$ cat src/sv/stq_pkg.sv
package stq_pkg;

  localparam int unsigned QueueDepthDefault = 16;

  typedef enum logic [1:0] {
    OP_INSERT = 2'd0,
    OP_CANCEL = 2'd1,
    OP_POP    = 2'd2,
    OP_NONE   = 2'd3
  } opcode_e;

  typedef enum logic [1:0] {
    STATUS_OK    = 2'd0,
    STATUS_PAST  = 2'd1,
    STATUS_EMPTY = 2'd2,
    STATUS_FULL  = 2'd3
  } status_e;

  typedef struct packed {
    logic [1:0]  opcode;
    logic [7:0]  timer_id;
    logic [63:0] expiry_time;
    logic [31:0] period;
  } req_t;

  typedef struct packed {
    logic [1:0]  status;
    logic [7:0]  popped_id;
    logic [63:0] popped_time;
    logic [63:0] now_time;
  } rsp_t;

  // One queue slot as it is stored in the memory.
  typedef struct packed {
    logic [63:0] slot_time;
    logic [7:0]  slot_ident;
    logic [31:0] slot_period;
  } entry_t;

  typedef enum logic [3:0] {
    ST_IDLE,
    ST_INS_RD,
    ST_INS_CMP,
    ST_INS_PUT,
    ST_CAN_RD,
    ST_CAN_CMP,
    ST_POP_RD,
    ST_POP_CAP,
    ST_SH_CHK,
    ST_SH_WR,
    ST_FIN
  } state_e;

endpackage

$ cat src/sv/stq_ram.sv
module stq_ram #(
  parameter int unsigned Depth = stq_pkg::QueueDepthDefault,
  parameter int unsigned Aw    = $clog2(Depth)
) (
  input  logic            clk_i,
  input  logic            we_i,
  input  logic [Aw-1:0]   waddr_i,
  input  stq_pkg::entry_t wdata_i,
  input  logic [Aw-1:0]   raddr_i,
  output stq_pkg::entry_t rdata_o
);
  import stq_pkg::*;

  entry_t mem_q [Depth];
  entry_t rdata_q;

  always_ff @(posedge clk_i) begin
    if (we_i) begin
      mem_q[waddr_i] <= wdata_i;
    end
    rdata_q <= mem_q[raddr_i];
  end

  assign rdata_o = rdata_q;

endmodule

$ cat src/sv/sorted_timer_queue.sv
// Channel   Direction  Handshake               Payload
// request   in         in_valid_i / in_ready_o  req_i  (stq_pkg::req_t)
// response  out        out_valid_o / out_ready_i rsp_o (stq_pkg::rsp_t)
//
// One request is handled at a time; a new request is taken only in the idle
// state. Shifts go through the single memory port pair, one slot at a time:
// each slot is read, then written one place up or down. Insert moves later
// slots up and writes the new timer in the gap, or in slot zero. Cancel
// probes slots for the identifier and pulls later slots down over a match.
// Pop pulls slots down and puts a periodic timer back through the insert
// path. Rejected and no-op requests go straight to the response.
// Reset clears the fill count, the current time and the control state; slot
// contents need no clearing. A stalled response holds in the output register.
module sorted_timer_queue #(
  parameter int unsigned QUEUE_DEPTH = stq_pkg::QueueDepthDefault
) (
  input  logic          clk_i,
  input  logic          rst_ni,
  input  logic          in_valid_i,
  output logic          in_ready_o,
  input  stq_pkg::req_t req_i,
  output logic          out_valid_o,
  input  logic          out_ready_i,
  output stq_pkg::rsp_t rsp_o
);
  import stq_pkg::*;

  localparam int unsigned Aw = (QUEUE_DEPTH > 1) ? $clog2(QUEUE_DEPTH) : 1;
  localparam int unsigned Cw = $clog2(QUEUE_DEPTH + 1);
  localparam logic [Cw-1:0] DepthC = Cw'(QUEUE_DEPTH);

  state_e state_q, state_d;
  req_t   req_q, req_d;
  entry_t new_q, new_d;
  logic [Cw-1:0] count_q, count_d;
  logic [63:0]   now_q, now_d;
  logic [Aw-1:0] idx_q, idx_d;
  logic [1:0]    status_q, status_d;
  logic [7:0]    pid_q, pid_d;
  logic [63:0]   ptime_q, ptime_d;
  logic          reinsert_q, reinsert_d;
  logic          is_pop_q, is_pop_d;
  logic          out_valid_q, out_valid_d;
  rsp_t          rsp_q, rsp_d;

  logic          we;
  logic [Aw-1:0] waddr, raddr;
  entry_t        wdata, rdata;
  logic [64:0]   next_time;
  logic [Cw-1:0] idx_ext, idx_inc;
  logic [Cw-1:0] count_dec;

  stq_ram #(
    .Depth (QUEUE_DEPTH),
    .Aw    (Aw)
  ) u_ram (
    .clk_i   (clk_i),
    .we_i    (we),
    .waddr_i (waddr),
    .wdata_i (wdata),
    .raddr_i (raddr),
    .rdata_o (rdata)
  );

  assign idx_ext   = Cw'(idx_q);
  assign idx_inc   = idx_ext + Cw'(1);
  assign count_dec = count_q - Cw'(1);
  assign next_time = {1'b0, rdata.slot_time} + {33'd0, rdata.slot_period};

  assign in_ready_o  = (state_q == ST_IDLE);
  assign out_valid_o = out_valid_q;
  assign rsp_o       = rsp_q;

  always_comb begin
    state_d     = state_q;
    req_d       = req_q;
    new_d       = new_q;
    count_d     = count_q;
    now_d       = now_q;
    idx_d       = idx_q;
    status_d    = status_q;
    pid_d       = pid_q;
    ptime_d     = ptime_q;
    reinsert_d  = reinsert_q;
    is_pop_d    = is_pop_q;
    out_valid_d = out_valid_q;
    rsp_d       = rsp_q;
    we          = 1'b0;
    waddr       = idx_q;
    wdata       = new_q;
    raddr       = idx_q;

    if (out_valid_q && out_ready_i) begin
      out_valid_d = 1'b0;
    end

    unique case (state_q)
      ST_IDLE: begin
        if (in_valid_i) begin
          req_d      = req_i;
          status_d   = STATUS_OK;
          pid_d      = '0;
          ptime_d    = '0;
          reinsert_d = 1'b0;
          is_pop_d   = 1'b0;
          idx_d      = '0;
          new_d      = '{slot_time: req_i.expiry_time, slot_ident: req_i.timer_id,
                         slot_period: req_i.period};
          state_d    = ST_FIN;
          case (req_i.opcode)
            OP_INSERT: begin
              if (req_i.expiry_time < now_q) begin
                status_d = STATUS_PAST;
              end else if (count_q >= DepthC) begin
                status_d = STATUS_FULL;
              end else if (count_q == '0) begin
                state_d = ST_INS_PUT;
              end else begin
                idx_d   = Aw'(count_dec);
                state_d = ST_INS_RD;
              end
            end
            OP_CANCEL: begin
              if (count_q == '0) begin
                status_d = STATUS_EMPTY;
              end else begin
                state_d = ST_CAN_RD;
              end
            end
            OP_POP: begin
              if (count_q == '0) begin
                status_d = STATUS_EMPTY;
              end else begin
                is_pop_d = 1'b1;
                state_d  = ST_POP_RD;
              end
            end
            default: begin
            end
          endcase
        end
      end

      ST_INS_RD: begin
        raddr   = idx_q;
        state_d = ST_INS_CMP;
      end

      ST_INS_CMP: begin
        // Slots later than the new timer move up one place.
        we    = 1'b1;
        waddr = Aw'(idx_inc);
        if (rdata.slot_time > new_q.slot_time) begin
          wdata = rdata;
          if (idx_q == '0) begin
            state_d = ST_INS_PUT;
          end else begin
            idx_d   = idx_q - Aw'(1);
            state_d = ST_INS_RD;
          end
        end else begin
          wdata   = new_q;
          count_d = count_q + Cw'(1);
          state_d = ST_FIN;
        end
      end

      ST_INS_PUT: begin
        we      = 1'b1;
        waddr   = '0;
        wdata   = new_q;
        count_d = count_q + Cw'(1);
        state_d = ST_FIN;
      end

      ST_CAN_RD: begin
        raddr   = idx_q;
        state_d = ST_CAN_CMP;
      end

      ST_CAN_CMP: begin
        if (rdata.slot_ident == req_q.timer_id) begin
          state_d = ST_SH_CHK;
        end else if (idx_inc >= count_q) begin
          state_d = ST_FIN;
        end else begin
          idx_d   = Aw'(idx_inc);
          state_d = ST_CAN_RD;
        end
      end

      ST_POP_RD: begin
        raddr   = '0;
        state_d = ST_POP_CAP;
      end

      ST_POP_CAP: begin
        now_d      = rdata.slot_time;
        pid_d      = rdata.slot_ident;
        ptime_d    = rdata.slot_time;
        reinsert_d = (rdata.slot_period != '0) && !next_time[64];
        new_d      = '{slot_time: next_time[63:0], slot_ident: rdata.slot_ident,
                       slot_period: rdata.slot_period};
        idx_d      = '0;
        state_d    = ST_SH_CHK;
      end

      ST_SH_CHK: begin
        // Close the gap at idx_q by pulling later slots down.
        if (idx_inc < count_q) begin
          raddr   = Aw'(idx_inc);
          state_d = ST_SH_WR;
        end else begin
          count_d = count_dec;
          if (is_pop_q && reinsert_q) begin
            if (count_dec == '0) begin
              state_d = ST_INS_PUT;
            end else begin
              idx_d   = Aw'(count_dec - Cw'(1));
              state_d = ST_INS_RD;
            end
          end else begin
            state_d = ST_FIN;
          end
        end
      end

      ST_SH_WR: begin
        we      = 1'b1;
        waddr   = idx_q;
        wdata   = rdata;
        idx_d   = Aw'(idx_inc);
        state_d = ST_SH_CHK;
      end

      ST_FIN: begin
        if (!out_valid_q || out_ready_i) begin
          out_valid_d = 1'b1;
          rsp_d       = '{status: status_q, popped_id: pid_q, popped_time: ptime_q,
                          now_time: now_q};
          state_d     = ST_IDLE;
        end
      end

      default: begin
        state_d = ST_IDLE;
      end
    endcase
  end

  always_ff @(posedge clk_i or negedge rst_ni) begin
    if (!rst_ni) begin
      state_q     <= ST_IDLE;
      count_q     <= '0;
      now_q       <= '0;
      out_valid_q <= 1'b0;
    end else begin
      state_q     <= state_d;
      count_q     <= count_d;
      now_q       <= now_d;
      out_valid_q <= out_valid_d;
    end
  end

  always_ff @(posedge clk_i) begin
    req_q      <= req_d;
    new_q      <= new_d;
    idx_q      <= idx_d;
    status_q   <= status_d;
    pid_q      <= pid_d;
    ptime_q    <= ptime_d;
    reinsert_q <= reinsert_d;
    is_pop_q   <= is_pop_d;
    rsp_q      <= rsp_d;
  end

endmodule
$ cat config.mk
export PLATFORM = sky130hd
export DESIGN_NAME = sorted_timer_queue
export DESIGN_NICKNAME = d
export VERILOG_FILES = /design/src/sv/stq_pkg.sv /design/src/sv/stq_ram.sv /design/src/sv/sorted_timer_queue.sv
export SDC_FILE = /design/constraint.sdc
export NUM_CORES = 2
export LEC_CHECK = 0
export BUFFER_PORTS_ARGS = -buffer_cell sky130_fd_sc_hd__buf_2
export CORE_AREA = 5 5 433 435
export CTS_BUF_LIST = sky130_fd_sc_hd__clkbuf_2 sky130_fd_sc_hd__clkbuf_4 sky130_fd_sc_hd__clkbuf_8
export DETAILED_ROUTE_END_ITERATION = 10
export DIE_AREA = 0 0 438 440
export HOLD_SLACK_MARGIN = 0.05
export PLACE_DENSITY = 0.76
export SYNTH_ARGS = -nofsm -noshare
export SYNTH_HDL_FRONTEND = slang
export SYNTH_SLANG_ARGS = --single-unit
$ cat constraint.sdc
create_clock -name clk_i -period 15.26 [get_ports clk_i]
set_clock_uncertainty 0.1 [all_clocks]
set_input_delay 1.526 -clock clk_i [delete_from_list [all_inputs] [get_ports clk_i]]
set_output_delay 1.526 -clock clk_i [all_outputs]
set_load 0.01 [all_outputs]
==> summary.md <==
| Metric | Value |
|---|---|
| Primary FF master, synth | `edfxtp_1` |
| Critical Path Sink Type | `flop` |
| Reg2reg setup slack | `8.17 ns` |
| First-pass GRT wire length | `379 mm` |
| Leakage | `36.9 nW` |
| Multi-input logic area | `24,900 sq um` |
| Layout cells sized above 1 | `0.124` |
| Post-synth cell types | `76` |
| Mapped Avg Cell Area | `12.1 sq um` |
| Unrepaired setup endpoints after global routing | `false` |
| WL per Instance | `24.7 um` |
| Setup Fix Bufs, Post-CTS | `0` |
| Rel. slew slack | `0.0857` |
| Area Growth Syn to Fin | `11.4%` |
| CTS Sinks | `2,172` |
| Gr ovfl total | `0` |
| Gpl congestion | `0.911` |
| Root Driver | `clkbuf_8` |
| Fin. max-slew vios | `0` |
| Required time worst endpoint | `16.09 ns` |
| Vias in the first global route | `60,600` |
| Final HPWL DP | `137 mm` |
| # DRC | `0` |
| H-tree Lvls | `5` |
| CTS resizes | `0` |
| Net Count, Synth | `7,787` |
| Most common cell after layout, fill and taps aside | `nand2_1` |
| Num CTS Buffers | `346` |
| Status | `complete, no violations` |
| Die ar. | `193,000 sq um` |
| Maximum clock path buffer count | `4` |
| Initial DRC count | `8,965` |
| Fillcell total | `14,300` |
| Seq/Total Area, Yosys | `0.702` |
| Worst Max-Slew Pin Slew | `1.37 ns` |
| CP peak stage delay | `0.89 ns` |
| Max Freq | `141 MHz` |
| Most frequent cells in the layout | `2,023 x nand2_1, 1,994 x edfxtp_1, 1,285 x nand3_1` |
| Final hold violation count | `0` |
| Die height | `440 um` |
| Largest net degree at the start of global routing | `214` |
| Reg-to-reg critical path endpoint | `u_ram.rdata_o[99]` |
| # rows | `157` |
| Dpl cell area | `94,400 sq um` |
| Cells along the critical path | `nand3_1, xnor2_1, inv_1, ha_1, and3_1, o21ai_0, a31oi_1, mux2_8, buf_4, buf_4, buf_4, nand2_1, nand3_1, nand3_1, nand4_1` |
| Die W | `438 um` |
| Post-route cell area | `101,000 sq um` |
| Vias per Instance | `6.10` |
| Max Cap Violations | `0` |
| Peak supply drop | `390 uV` |
| Startpoint Class | `flop` |
| # port buffers | `249` |
| Tcrit/Tclk final | `0.464` |
| Worst setup path class | `reg -> reg` |
| Drt first pass iters | `8` |
| Netlist area before placement | `90,900 sq um` |
| M1 WL | `93.8 mm` |
| Asr flop ratio synth | `0.0341` |
| Initial Util | `0.497` |
| Via count | `63,300` |
| Worst-path clk slew | `0.07 ns` |
| Hold Path Depth | `0` |
| Power per cell area | `248 nW/um^2` |
| Gr usage total | `0.259` |
| WL met2 | `120 mm` |
| Skew-Pair Late Insertion Delay | `1.07 ns` |
| Top sig layer | `met5` |
| Crit path DAT | `7.91 ns` |
| Sum of negative setup slack | `0 ns` |
| Final hold slack | `0.283 ns` |
| Final setup fails | `0` |
| DR WL met3 | `32.5 mm` |
| DRT Wirelength | `257 mm` |
| EDFF count, synth | `1,994` |
| Antenna Nets Post-Route | `0` |
| Cts hold-fix bufs | `0` |
| Initial antenna violation count | `11` |
| #FFs+latches synth | `2,172` |
| Hold EP | `rsp_o[88]` |
| Slowest CP cell | `buf_4` |
| Critical-path maximum fanout | `134` |
| Register Area | `63,800 sq um` |
| Gate Count Post-Synth | `7,501` |
| Yosys warnings | `0` |
| Worst r2r path cells | `15` |
| CTS tree | `yes` |
| Worst min-delay path class | `reg -> reg` |
| R2r startpoint | `idx_q[0]` |
| Worst hold start | `ptime_q[24]` |
| Fin crit period | `7.09 ns` |
| Final net count | `8,017` |
| Core area | `183,000 sq um` |
| Io pins | `250` |
==> cell usage after synthesis, types with 8 or more instances <==
cell type     n  area (sq um)
o211ai_1    160          1200
edfxtp_1   1994         59900
dfxtp_1     104          2080
a211oi_1     17           128
a21oi_1      89           445
a2111oi_0     9          78.8
nor4_1       18           113
buf_1        25          93.8
mux2i_1      10           100
and3_1       16           100
xnor2_1      54           473
dfrtp_1      74          1850
a21o_1       98           736
o21ai_1      10          50.1
nand2b_1    119           744
nand4_1     127           795
a31oi_1       9          56.3
nor3_1       31           155
buf_2        43           215
o21bai_1      8          60.1
inv_1       160           601
clkbuf_1    374          1400
nand2_1    2025          7600
o21ai_0     103           515
o211ai_2     61           763
nand3_1    1286          6440
and2_1       73           457
xor2_1       17           149
nor2_1       93           349
ha_1        175          2190
==> metal layers <==
metal,GRT usage,vias up
met3,0.0558,631
met5,0,-
li1,-,27600
met1,0.346,30800
met4,0.104,4
met2,0.416,4363
==> power by group <==
| part | internal (W) | switching [W] | total, W | leakage, nW |
|---|---|---|---|---|
| sequential | 0.00831 | 0.000705 | 0.00901 | 20.0 |
| combinational | 0.00304 | 0.00813 | 0.0112 | 13.3 |
| clock | 0.00274 | 0.00225 | 0.00499 | 3.63 |
==> worst max-delay path by stage <==
stage | start | endpoint | slack (ns)
after detailed placement | idx_q[0] | u_ram.rdata_o[103] | 8.31
after floorplan | state_q[3] | u_ram.mem_q[11][0] | 8.84
after CTS | idx_q[0] | u_ram.rdata_o[103] | 8.26
after global routing | idx_q[0] | u_ram.rdata_o[96] | 7.69
after global placement | idx_q[0] | u_ram.rdata_o[103] | 8.43
final | idx_q[0] | u_ram.rdata_o[99] | 8.17
==> worst max-delay path: cells and delay by family (launching register included) <==
kind	cells	cell delay (ns)
buf+inv	4	2.78
xor+xnor	1	0.35
simple gates	6	0.98
compound gates	2	0.71
flops	1	0.70
mux	1	0.87
fa+ha+maj	1	0.34
==> cell families (layout without fill, tap and decap cells) <==
logic type,Yosys count,count (layout),share of synthesized area
multiplexers,11,11,0.00123
buffers and inverters,611,1107,0.0265
AO/OA/AOI/OAI,634,634,0.0515
adder cells (fa/ha/maj),176,176,0.0243
XOR/XNOR,71,71,0.00684
AND/OR/NAND/NOR,3826,3826,0.188
other,0,7,0
flip-flops,2172,2172,0.702
==> state kept, by name (all words and copies together), names as in the netlist, 4 cells and up <==
register / count
u_ram.mem_q: 1664
rsp_o: 138
new_q: 104
u_ram.rdata_o: 104
now_q: 64
ptime_q: 64
pid_q: 8
req_q: 8
count_q: 5
idx_q: 4
state_q: 4
==> through the flow <==
| stage | total power (W) | std cells | utilization | worst slack [ns] |
|---|---|---|---|---|
| after global placement | 0.0197 | 9766 | 0.516 | 8.43 |
| after floorplan | 0.0165 | 7501 | - | 8.84 |
| after CTS | 0.0250 | 10400 | 0.554 | 8.26 |
| after global routing | 0.0265 | 10400 | 0.554 | 7.69 |
| final | 0.0252 | 10400 | 0.554 | 8.17 |
| after detailed placement | 0.0200 | 9766 | 0.516 | 8.31 |
==> cell type report <==
class,instances,area share
antenna,7,0.000173
clock buffer,483,0.0585
clock inverter,131,0.00938
inverter,160,0.00593
multi-input combinational,4718,0.246
sequential,2172,0.630
tap,2385,0.0295
timing repair buffer,333,0.0202
No activity file was read; power rests on OpenSTA's default activity.
